### config.mk
export PLATFORM = sky130hd
export DESIGN_NAME = signed_int_to_decimal_ascii_top
export DESIGN_NICKNAME = d
export VERILOG_FILES = /design/src/sitda_pkg.sv /design/src/sitda_front.sv /design/src/sitda_queue.sv /design/src/sitda_back.sv /design/src/signed_int_to_decimal_ascii_top.sv
export VERILOG_INCLUDE_DIRS = /design/src /design/src/src
export SDC_FILE = /design/constraint.sdc
export NUM_CORES = 1
export LEC_CHECK = 0
export ABC_AREA = 1
export BUFFER_PORTS_ARGS = -buffer_cell sky130_fd_sc_hd__buf_2
export CORE_MARGIN = 2
export CORE_UTILIZATION = 50
export CTS_CLUSTER_SIZE = 40
export DETAILED_ROUTE_END_ITERATION = 16
export PLACE_DENSITY_LB_ADDON = 0.1
export SYNTH_ARGS = -nofsm -noshare
export SYNTH_HDL_FRONTEND = slang
export SYNTH_SLANG_ARGS = --single-unit
### constraint.sdc
create_clock -name clk -period 10.9 [get_ports clk]
set_input_delay 0 -clock clk [delete_from_list [all_inputs] [get_ports clk]]
set_output_delay 0 -clock clk [all_outputs]
set_load 0.01 [all_outputs]
### src/signed_int_to_decimal_ascii_top_assert.svh
// Assertion macros shared by the decimal text converter modules.
// Depends on nothing; define NO_ASSERTIONS to compile the checks away.
`ifndef SIGNED_INT_TO_DECIMAL_ASCII_TOP_ASSERT_SVH
`define SIGNED_INT_TO_DECIMAL_ASCII_TOP_ASSERT_SVH
`ifndef NO_ASSERTIONS
`define SITDA_ASSERT_NOW(label, ck, rn, cond, expr, msg) \
    label: assert property (@(posedge ck) disable iff (!rn) (cond) |-> (expr)) \
        else $error(msg);
`define SITDA_ASSERT_NEXT(label, ck, rn, cond, expr, msg) \
    label: assert property (@(posedge ck) disable iff (!rn) (cond) |=> (expr)) \
        else $error(msg);
`else
`define SITDA_ASSERT_NOW(label, ck, rn, cond, expr, msg)
`define SITDA_ASSERT_NEXT(label, ck, rn, cond, expr, msg)
`endif
`endif

### src/sitda_pkg.sv
// Shared constants and the converted-record type of the decimal text converter.
// Used by the front, queue, back and top modules.
`timescale 1ns / 1ps

package sitda_pkg;

    localparam int MAX_DIGITS = 10;
    localparam int DIGITS_W   = MAX_DIGITS * 4;
    localparam int CNT_W      = 4;

    localparam logic [7:0]  ASCII_ZERO  = 8'd48;
    localparam logic [7:0]  ASCII_MINUS = 8'd45;
    localparam logic [7:0]  ASCII_NUL   = 8'd0;
    localparam logic [7:0]  CAP_RESET   = 8'd12;
    localparam logic [31:0] RECIP_TEN   = 32'hCCCC_CCCD;
    localparam int          RECIP_SHIFT = 35;

    typedef struct packed {
        logic [DIGITS_W-1:0] digits;
        logic [CNT_W-1:0]    ndig;
        logic                neg;
        logic                fits;
        logic [CNT_W-1:0]    total;
    } sitda_rec_t;

endpackage

### src/sitda_front.sv
// Front part: accepts a value, forms its magnitude, peels decimal digits
// with a reciprocal multiply and checks the fit. Depends on sitda_pkg.
`timescale 1ns / 1ps

module sitda_front
    import sitda_pkg::*;
(
    input  logic               clk,
    input  logic               rst_n,
    input  logic               start,
    input  logic signed [31:0] value,
    input  logic [7:0]         capacity,
    input  logic               q_full,
    output logic               q_push,
    output sitda_rec_t         q_wdata,
    output logic               busy
);

    typedef enum logic [3:0] {
        F_IDLE = 4'b0001,
        F_MUL  = 4'b0010,
        F_DIG  = 4'b0100,
        F_PUSH = 4'b1000
    } front_state_t;

    front_state_t        state_reg, state_next;
    logic [31:0]         mag_reg, mag_next;
    logic [28:0]         quot_reg, quot_next;
    logic [DIGITS_W-1:0] digits_reg, digits_next;
    logic [CNT_W-1:0]    ndig_reg, ndig_next;
    logic                neg_reg, neg_next;

    logic [63:0]    prod;
    logic [31:0]    quot_ext;
    logic [31:0]    diff;
    logic [CNT_W-1:0] total;

    assign prod     = 64'(mag_reg) * 64'(RECIP_TEN);
    assign quot_ext = 32'(quot_reg);
    assign diff     = mag_reg - ((quot_ext << 3) + (quot_ext << 1));
    assign total    = ndig_reg + CNT_W'(neg_reg) + CNT_W'(1);

    always_comb
    begin
        state_next  = state_reg;
        mag_next    = mag_reg;
        quot_next   = quot_reg;
        digits_next = digits_reg;
        ndig_next   = ndig_reg;
        neg_next    = neg_reg;
        case (state_reg)
            F_IDLE:
            begin
                if (start)
                begin
                    neg_next   = value[31];
                    mag_next   = value[31] ? (~value + 32'd1) : value;
                    ndig_next  = '0;
                    state_next = F_MUL;
                end
            end
            F_MUL:
            begin
                quot_next  = prod[RECIP_SHIFT +: 29];
                state_next = F_DIG;
            end
            F_DIG:
            begin
                digits_next = {diff[3:0], digits_reg[DIGITS_W-1:4]};
                ndig_next   = ndig_reg + CNT_W'(1);
                mag_next    = quot_ext;
                state_next  = (quot_reg == '0) ? F_PUSH : F_MUL;
            end
            F_PUSH:
            begin
                if (!q_full)
                begin
                    state_next = F_IDLE;
                end
            end
            default:
            begin
                state_next = F_IDLE;
            end
        endcase
    end

    always_ff @(posedge clk or negedge rst_n)
    begin
        if (!rst_n)
        begin
            state_reg <= F_IDLE;
        end
        else
        begin
            state_reg <= state_next;
        end
    end

    always_ff @(posedge clk)
    begin
        mag_reg    <= mag_next;
        quot_reg   <= quot_next;
        digits_reg <= digits_next;
        ndig_reg   <= ndig_next;
        neg_reg    <= neg_next;
    end

    assign busy           = (state_reg != F_IDLE);
    assign q_push         = (state_reg == F_PUSH) && !q_full;
    assign q_wdata.digits = digits_reg;
    assign q_wdata.ndig   = ndig_reg;
    assign q_wdata.neg    = neg_reg;
    assign q_wdata.total  = total;
    assign q_wdata.fits   = ({4'b0, total} <= capacity);

endmodule

### src/sitda_queue.sv
// Two-record queue between the converter front and the text emitter back.
// Depends on sitda_pkg and the assertion macro header.
`timescale 1ns / 1ps
`include "signed_int_to_decimal_ascii_top_assert.svh"

module sitda_queue
    import sitda_pkg::*;
(
    input  logic       clk,
    input  logic       rst_n,
    input  logic       push,
    input  sitda_rec_t wdata,
    input  logic       pop,
    output sitda_rec_t rdata,
    output logic       full,
    output logic       empty
);

    sitda_rec_t  mem_reg [2];
    logic        wr_ptr_reg, wr_ptr_next;
    logic        rd_ptr_reg, rd_ptr_next;
    logic [1:0]  count_reg, count_next;

    always_comb
    begin
        wr_ptr_next = wr_ptr_reg ^ push;
        rd_ptr_next = rd_ptr_reg ^ pop;
        count_next  = count_reg + 2'(push) - 2'(pop);
    end

    always_ff @(posedge clk or negedge rst_n)
    begin
        if (!rst_n)
        begin
            wr_ptr_reg <= 1'b0;
            rd_ptr_reg <= 1'b0;
            count_reg  <= 2'd0;
        end
        else
        begin
            wr_ptr_reg <= wr_ptr_next;
            rd_ptr_reg <= rd_ptr_next;
            count_reg  <= count_next;
        end
    end

    always_ff @(posedge clk)
    begin
        if (push)
        begin
            mem_reg[wr_ptr_reg] <= wdata;
        end
    end

    assign rdata = mem_reg[rd_ptr_reg];
    assign full  = (count_reg == 2'd2);
    assign empty = (count_reg == 2'd0);

    `SITDA_ASSERT_NOW(a_count_bound, clk, rst_n, 1'b1, count_reg <= 2'd2, "queue count overflow")
    `SITDA_ASSERT_NOW(a_no_push_full, clk, rst_n, push, !full, "push into a full queue")
    `SITDA_ASSERT_NEXT(a_pop_drains, clk, rst_n, pop && !push, count_reg == $past(count_reg) - 2'd1, "pop did not drain")

endmodule

### src/sitda_back.sv
// Back part: emits the sign, digits and terminator of converted records,
// or an error beat, one per cycle. Depends on sitda_pkg and macro header.
`timescale 1ns / 1ps
`include "signed_int_to_decimal_ascii_top_assert.svh"

module sitda_back
    import sitda_pkg::*;
(
    input  logic       clk,
    input  logic       rst_n,
    input  sitda_rec_t q_rdata,
    input  logic       q_empty,
    output logic       q_pop,
    output logic       strobe,
    output logic [7:0] character,
    output logic       last,
    output logic [3:0] length
);

    typedef enum logic [4:0] {
        B_IDLE = 5'b00001,
        B_ERR  = 5'b00010,
        B_SIGN = 5'b00100,
        B_DIGS = 5'b01000,
        B_TERM = 5'b10000
    } back_state_t;

    back_state_t         state_reg, state_next;
    logic [DIGITS_W-1:0] digits_reg, digits_next;
    logic [CNT_W-1:0]    cnt_reg, cnt_next;
    logic [CNT_W-1:0]    total_reg, total_next;

    always_comb
    begin
        state_next  = state_reg;
        digits_next = digits_reg;
        cnt_next    = cnt_reg;
        total_next  = total_reg;
        case (state_reg)
            B_IDLE:
            begin
                if (!q_empty)
                begin
                    digits_next = q_rdata.digits;
                    cnt_next    = q_rdata.ndig;
                    total_next  = q_rdata.total;
                    if (!q_rdata.fits)
                    begin
                        state_next = B_ERR;
                    end
                    else if (q_rdata.neg)
                    begin
                        state_next = B_SIGN;
                    end
                    else
                    begin
                        state_next = B_DIGS;
                    end
                end
            end
            B_ERR:
            begin
                state_next = B_IDLE;
            end
            B_SIGN:
            begin
                state_next = B_DIGS;
            end
            B_DIGS:
            begin
                digits_next = {digits_reg[DIGITS_W-5:0], 4'd0};
                cnt_next    = cnt_reg - CNT_W'(1);
                if (cnt_reg == CNT_W'(1))
                begin
                    state_next = B_TERM;
                end
            end
            B_TERM:
            begin
                state_next = B_IDLE;
            end
            default:
            begin
                state_next = B_IDLE;
            end
        endcase
    end

    always_ff @(posedge clk or negedge rst_n)
    begin
        if (!rst_n)
        begin
            state_reg <= B_IDLE;
        end
        else
        begin
            state_reg <= state_next;
        end
    end

    always_ff @(posedge clk)
    begin
        digits_reg <= digits_next;
        cnt_reg    <= cnt_next;
        total_reg  <= total_next;
    end

    always_comb
    begin
        character = ASCII_NUL;
        case (state_reg)
            B_SIGN:  character = ASCII_MINUS;
            B_DIGS:  character = ASCII_ZERO + {4'd0, digits_reg[DIGITS_W-1 -: 4]};
            default: character = ASCII_NUL;
        endcase
    end

    assign q_pop  = (state_reg == B_IDLE) && !q_empty;
    assign strobe = (state_reg != B_IDLE);
    assign last   = (state_reg == B_ERR) || (state_reg == B_TERM);
    assign length = (state_reg == B_TERM) ? total_reg : 4'd0;

    `SITDA_ASSERT_NEXT(a_term_ends, clk, rst_n, state_reg == B_TERM, state_reg == B_IDLE, "terminator not followed by idle")
    `SITDA_ASSERT_NOW(a_digit_count, clk, rst_n, state_reg == B_DIGS, cnt_reg != '0, "digit beat with no digit left")
    `SITDA_ASSERT_NOW(a_total_range, clk, rst_n, state_reg == B_TERM, (total_reg >= 4'd2) && (total_reg <= 4'd12), "length out of range")

endmodule

### src/signed_int_to_decimal_ascii_top.sv
// Top level of the signed 32-bit to decimal text converter.
// Depends on sitda_pkg, sitda_front, sitda_queue and sitda_back.
//
// An item is taken when start is high and busy is low. The front peels each
// decimal digit with a 32 by 32 reciprocal multiply, then the digit subtract,
// and has states of its own to accept the value and to push the record; that
// loop sets the sustained rate. A two-record queue lets the front work on the
// next value while the back emits text at one beat per cycle: an optional
// sign, the digits, then the terminator beat with last and length. A value
// that does not fit the buffer capacity gives a single beat with last set and
// length zero. The receiver cannot stall: every strobe beat must be taken.
`timescale 1ns / 1ps

module signed_int_to_decimal_ascii_top
    import sitda_pkg::*;
(
    input  logic               clk,
    input  logic               rst_n,
    input  logic               start,
    output logic               busy,
    input  logic signed [31:0] value,
    input  logic               cfg_we,
    input  logic [7:0]         cfg_wdata,
    output logic               strobe,
    output logic [7:0]         character,
    output logic               last,
    output logic [3:0]         length
);

    logic [7:0] capacity_reg;
    sitda_rec_t q_wdata, q_rdata;
    logic       q_push, q_pop, q_full, q_empty;

    always_ff @(posedge clk or negedge rst_n)
    begin
        if (!rst_n)
        begin
            capacity_reg <= CAP_RESET;
        end
        else if (cfg_we)
        begin
            capacity_reg <= cfg_wdata;
        end
    end

    sitda_front u_front (
        .clk      (clk),
        .rst_n    (rst_n),
        .start    (start),
        .value    (value),
        .capacity (capacity_reg),
        .q_full   (q_full),
        .q_push   (q_push),
        .q_wdata  (q_wdata),
        .busy     (busy)
    );

    sitda_queue u_queue (
        .clk   (clk),
        .rst_n (rst_n),
        .push  (q_push),
        .wdata (q_wdata),
        .pop   (q_pop),
        .rdata (q_rdata),
        .full  (q_full),
        .empty (q_empty)
    );

    sitda_back u_back (
        .clk       (clk),
        .rst_n     (rst_n),
        .q_rdata   (q_rdata),
        .q_empty   (q_empty),
        .q_pop     (q_pop),
        .strobe    (strobe),
        .character (character),
        .last      (last),
        .length    (length)
    );

endmodule
; ---- Yosys cells after proc, flatten, opt, wreduce, memory -nomap -nowiden
; Memories as Yosys holds them, arrays and structs flattened.
; Index checks and enable logic that the tools add are counted.
[classes]
mul = 1
n_mux = 22
n_lt_le_gt_ge = 1
n_bitwise = 4
reduce_logical = 15
add_sub_neg = 10
n_eq_ne = 17
[op_table]
columns = operator, count
row1 = case mux 40 bit (2 select lines), 1
row2 = "multiplier 32 x 32 -> 64 bit, second input constant", 1
row3 = 2-to-1 mux 32 bit, 2
row4 = case mux 32 bit (2 select lines), 1
row5 = 2-to-1 mux 40 bit, 1
row6 = "adder 32 x 1 -> 32 bit, second input constant", 1
row7 = NOT 32 bit, 1
row8 = zero test 29 bit, 1
row9 = 2-to-1 mux 4 bit, 7
row10 = case mux 4 bit (2 select lines), 2
row11 = case mux 4 bit (4 select lines), 1
row12 = case mux 8 bit (2 select lines), 1
row13 = 2-to-1 mux 5 bit, 3
row14 = case mux 5 bit (3 select lines), 1
row15 = AND reduction 2 bit, 6
row16 = "adder 4 x 1 -> 4 bit, second input constant", 2
row17 = "equality test 4 x 1 -> 1 bit, second input constant", 2
row18 = <= comparator 4 x 8 -> 1 bit, 1
row19 = "adder 6 x 4 -> 7 bit, first input constant", 1
row20 = "inequality test 2 bit, second input constant", 3
row21 = "equality test 5 x 1 -> 1 bit, second input constant", 1
row22 = "equality test 5 x 2 -> 1 bit, second input constant", 1
row23 = "equality test 5 x 3 -> 1 bit, second input constant", 1
row24 = "equality test 5 x 4 -> 1 bit, second input constant", 1
row25 = other kinds (22), 27
[word_totals]
output_inout_bits = 15
mem_count = 1
word_cells = 85
ram_bits = 100
reg_bits = 175
[mem_list]
columns = name, depth, word_bits, rd, rd_clocked_by_memory_dff, wr, line_no
row1 = u_queue.mem_reg, 2, 50, 1, 0, 1, sitda_queue.sv:19  ; sitda_rec_t mem_reg [2];

; ---- Logic depth before layout (Yosys ltp)
[logic_depth]
depth_word = 5
ltp_mapped = 30
ltp_nobuf = 29

; ---- Modules after synthesis
; A second synthesis with hierarchy kept.
[hier_totals]
hier_cells = 3372
area_unflattened_um2 = 30778.3
[by_module_without_submodules]
columns = module, cells_per_inst, area_each_um2, n_inst
row1 = sitda_front, 2800, 23899.2, 1
row2 = sitda_queue, 285, 4111.4, 1
row3 = sitda_back, 253, 2459.9, 1
row4 = signed_int_to_decimal_ascii_top, 34, 307.8, 1

; ---- Worst setup path before layout
; Ideal clock, no wire load.
[synth_path]
path_kind = reg-to-reg
from = reg u_front.mag_reg[18]
to = reg u_front.quot_reg[19] (data pin)
stages_incl_launch_ff = 23
arrival_ns = 5.669
path_buffers = 0
period_less_slack_ns = 5.921
path_slack_ns = 4.979
setup_ns = 0.252
cell_sequence = edfxtp_1 > ha_1 > inv_1 > fa_1 > inv_1 > fa_1 > inv_1 > fa_1 > inv_1 > fa_1 > fa_1 > fa_1 > inv_1 > fa_1 > inv_1 > ha_1 > nand2_1 > nor2_1 > nand2_2 > nor4_1 > nand2_1 > nand3_1 > nand2_1
[synth_via]
elab_chain_cells = 1
[synth_rtl]
columns = item, line_no
row1 = from (decl), sitda_front.sv:27  ; logic [31:0] mag_reg, mag_next;
row2 = from (signal assigned), sitda_front.sv:102  ; mag_reg <= mag_next;
row3 = multiplier 32 x 32 -> 64 bit, sitda_front.sv:38  ; assign prod = 64'(mag_reg) * 64'(RECIP_TEN);
row4 = net u_front.prod[54], sitda_front.sv:33  ; logic [63:0] prod;
row5 = to (signal assigned), sitda_front.sv:103  ; quot_reg <= quot_next;
row6 = to (decl), sitda_front.sv:28  ; logic [28:0] quot_reg, quot_next;
; The timed path passes the listed nets, and every way through them passes these cells.
; A chain may end at the register's enable or synchronous reset.

; ---- Worst setup path in the final report
[layout_path]
from = reg u_front.mag_reg[2]
to = reg u_front.quot_reg[8] (data pin)
; Same word-level chain as after synthesis.

==> impl_metrics.py <==
metrics = {
    "status": {
        "outcome": "finished, violations left",
        "failed_checks": "negative hold slack",
    },
    "route": {
        "vias": 22300,
        "detailedRoute.firstIterationViolations": 1926,
        "wl_per_cell_um": 21.6,
        "antenna_violating_nets_post_route": 0,
        "detail_route.vias_per_cell": 5.16,
        "detail_route.drc_violations": 0,
        "drt_pre_antenna_iters": 6,
        "drt-total-wl_um": 93400,
    },
    "synth": {
        "yosysWarnings": 0,
        "yosys.cell_types.count": 46,
        "synth_async_sr_flop_share_pct": 7.64,
        "post_synth.cell_area_avg_um2": 8.97,
        "synth.ff_latch_count": 275,
        "main_synth_ff_type": "sky130_fd_sc_hd__edfxtp_1",
        "cell_area_after_synthesis_mm2": 0.0307,
        "synth_enable_flop_cells": 254,
        "syn_inst": 3418,
        "synth_sequential_area_ratio_pct": 26.6,
    },
    "clock_network": {
        "worst_skew_pair.late_latency_ps": 620,
        "cts_tree": "done",
        "clk_root_buffer_cell": "sky130_fd_sc_hd__clkbuf_16",
        "cts-resized-gates": 0,
        "post_cts.repair.setup_buffers": 0,
        "cts_max_level": 1,
        "tritoncts_num_sinks": 275,
        "numCtsBuffers": 31,
        "cts_buffer_depth": 3,
        "clk_pin_slew_worst_paths_ps": 70,
    },
    "global_routing": {
        "grt_overflow": 0,
        "globalRouteTotalUtil_pct": 30.6,
        "antenna_found_initial": 4,
        "grt-busiest-layer": "met2",
        "first_global_vias": 23100,
        "met2_demand_to_capacity_share_in_global_routing_pct": 47.1,
        "globalRouteMet3Util_pct": 5.55,
        "pin_count_of_the_biggest_net_entering_global_routing": 81,
        "grt_pass1_wl_um": 142000,
        "globalRouteMet1Util_pct": 42.9,
    },
    "worst_setup_path": {
        "worst-endpoint-required_ps": 11240,
        "critical_path_end_type": "register",
        "critPathLaunchType": "register",
        "worstSetupPathType": "reg -> reg",
        "critical_path_arrival_ps": 7490,
        "critPathMaxFanout": 8,
    },
    "flow_run": {
        "drv_cap": 0,
    },
    "sta": {
        "final.period_utilization_pct": 65.6,
        "max_freq_mhz": 140,
        "final_max_slew_viol_count": 0,
        "fin_worst_hold_slack_ps": -43.7,
        "hold_viol": 1,
        "max_slew_margin_pct": 14.8,
        "report.final.setup_viol": 0,
        "clock-skew-final_ps": 38.6,
        "totalNegativeSetupSlack_ps": 0,
        "worstMarginPinSlew_ps": 1270,
        "setup_repair_after_global_routing_missed_its_margin": "no",
        "finalCriticalPeriod_ps": 7160,
    },
    "layout": {
        "final_net_count": 4317,
        "layout-drive-gt1-share_pct": 5.41,
        "final_cell_count_no_fill": 4329,
        "final_util_pct": 55.1,
        "layout-area-overhead-vs-synth_pct": 8.72,
        "largest_register_ff_count": 100,
    },
    "die": {
        "floorplan.die_area_mm2": 0.0633,
        "dieHeight_um": 252,
        "initial_core_util_pct": 50.7,
        "floorplan.core_area_mm2": 0.0605,
        "fp-row-count": 90,
        "die_width_um": 252,
        "total_i_o_pin_count": 59,
    },
    "place": {
        "gpl.final_weighted_congestion": 0.993,
        "port_buffers": 56,
        "dp.cells": 4232,
        "place_hpwl_um": 78000,
    },
    "hold_path": {
        "timing.hold.worst.class": "in -> reg",
    },
}
-- stage by stage --
stage,cell area [um^2],setup WS [ps]
final,33300,3740
after global routing,33300,3470
after CTS,33300,3740
after detailed placement,31800,3770
after global placement,31800,3760
after floorplan,30700,4980
-- layout make-up --
cell class,instances,area [um^2]
Multi-Input combinational cell,2161,18800
Fill cell,5571,27100
Clock buffer,35,811
Tap cell,782,978
Timing Repair Buffer,108,771
Inverter,946,3550
Sequential cell,275,8160
Clock inverter,21,265
Antenna cell,1,2.50
-- repair_timing --
| item | 4_1_cts | 5_1_grt |
|---|---|---|
| endpoints found under the hold margin | 46 | 0 |
| endpoints found under the setup margin | 0 | 0 |
| hold buffers | 40 | 0 |
-- synthesized netlist by cell type (2+ instances only) --
cell | n | area (um^2)
sky130_fd_sc_hd__inv_1 | 935 | 3510
sky130_fd_sc_hd__nor3_2 | 8 | 80.1
sky130_fd_sc_hd__nand3_1 | 93 | 465
sky130_fd_sc_hd__nand4_1 | 17 | 106
sky130_fd_sc_hd__o22ai_1 | 2 | 12.5
sky130_fd_sc_hd__edfxtp_1 | 254 | 7630
sky130_fd_sc_hd__buf_2 | 20 | 100
sky130_fd_sc_hd__o211ai_1 | 3 | 22.5
sky130_fd_sc_hd__buf_1 | 4 | 15.0
sky130_fd_sc_hd__xor2_1 | 53 | 464
sky130_fd_sc_hd__nor3_1 | 9 | 45.0
sky130_fd_sc_hd__a21o_1 | 8 | 60.1
sky130_fd_sc_hd__or2_1 | 2 | 12.5
sky130_fd_sc_hd__nor3_4 | 2 | 32.5
sky130_fd_sc_hd__a21oi_1 | 65 | 325
sky130_fd_sc_hd__mux2_2 | 5 | 56.3
sky130_fd_sc_hd__nand3b_1 | 6 | 45.0
sky130_fd_sc_hd__nor4_4 | 2 | 42.5
sky130_fd_sc_hd__a31oi_1 | 40 | 250
sky130_fd_sc_hd__fa_1 | 386 | 7730
sky130_fd_sc_hd__dfstp_2 | 4 | 105
sky130_fd_sc_hd__nor2_2 | 14 | 87.6
sky130_fd_sc_hd__nor2_4 | 3 | 33.8
sky130_fd_sc_hd__nand2_2 | 10 | 62.6
sky130_fd_sc_hd__clkbuf_1 | 10 | 37.5
sky130_fd_sc_hd__buf_4 | 2 | 15.0
sky130_fd_sc_hd__or2_2 | 9 | 56.3
sky130_fd_sc_hd__o21ai_0 | 38 | 190
sky130_fd_sc_hd__o21bai_1 | 9 | 67.6
sky130_fd_sc_hd__xnor2_1 | 19 | 166
sky130_fd_sc_hd__and3_1 | 2 | 12.5
sky130_fd_sc_hd__nor2_1 | 169 | 634
sky130_fd_sc_hd__and2_1 | 3 | 18.8
sky130_fd_sc_hd__inv_2 | 10 | 37.5
sky130_fd_sc_hd__nand2_1 | 794 | 2980
sky130_fd_sc_hd__dfrtp_1 | 17 | 425
sky130_fd_sc_hd__o21ai_1 | 6 | 30.0
sky130_fd_sc_hd__ha_1 | 364 | 4550
sky130_fd_sc_hd__nor4_1 | 14 | 87.6
-- critical path: stages, from the launching register on --
cell	delay, ps
sky130_fd_sc_hd__edfxtp_1	630
sky130_fd_sc_hd__ha_1	610
sky130_fd_sc_hd__xor2_1	640
sky130_fd_sc_hd__xor2_1	300
sky130_fd_sc_hd__fa_1	480
sky130_fd_sc_hd__fa_1	610
sky130_fd_sc_hd__fa_1	480
sky130_fd_sc_hd__fa_1	460
sky130_fd_sc_hd__fa_1	500
sky130_fd_sc_hd__inv_1	50
sky130_fd_sc_hd__fa_1	470
sky130_fd_sc_hd__inv_1	40
sky130_fd_sc_hd__ha_1	300
sky130_fd_sc_hd__nand2_1	120
sky130_fd_sc_hd__nor2_1	170
sky130_fd_sc_hd__inv_1	90
sky130_fd_sc_hd__nor2_1	330
sky130_fd_sc_hd__nand2_1	160
sky130_fd_sc_hd__inv_1	80
sky130_fd_sc_hd__nand2_1	100
sky130_fd_sc_hd__nand3_1	100
sky130_fd_sc_hd__nand2_1	130
-- worst paths after layout --
| kind | end | cells past startpoint | from | slack (ps) |
|---|---|---|---|---|
| setup / recovery | u_front.quot_reg[8] | 21 | u_front.mag_reg[2] | 3740 |
| hold / removal | u_front.mag_reg[22] | 4 | value[22] | -40 |
| setup reg to reg | u_front.quot_reg[8] | 21 | u_front.mag_reg[2] | 3740 |
| hold reg to reg | u_queue.mem_reg[0][10] | 0 | u_front.digits_reg[0] | 440 |
| max in group asynchronous | u_queue.rd_ptr_reg | 4 | rst_n | 8880 |
| min in group asynchronous | capacity_reg[3] | 3 | rst_n | 580 |
-- routing by layer --
| layer | wire length [um] | share of wire [%] |
|---|---|---|
| met5 | 11 | 0.012 |
| met4 | 4480 | 4.8 |
| met3 | 6630 | 7.1 |
| met2 | 41200 | 44 |
| met1 | 41100 | 44 |
-- cells by family after synthesis --
group | count (synthesis) | share of synthesized area (%)
AND/OR/NAND/NOR | 1158 | 15.7
flip-flops | 275 | 26.6
XOR/XNOR | 72 | 2.06
multiplexers | 6 | 0.216
AO/OA/AOI/OAI | 173 | 3.18
adder cells (fa/ha/maj) | 750 | 40.1
buffers and inverters | 983 | 12.1
other | 1 | 0.0122
-- layout by cell type (no fill, tap or decap), drive strengths merged, types with 44 or more instances in the layout --
cell type / count
edfxtp: 254
nand3: 94
xor2: 53
o21ai: 44
nor2: 186
nand2: 804
inv: 950
fa: 386
ha: 364
buf: 68
a21oi: 65
Power is not shown: default switching activity piles up to over one toggle a cycle in this logic, so the estimate is an artifact.
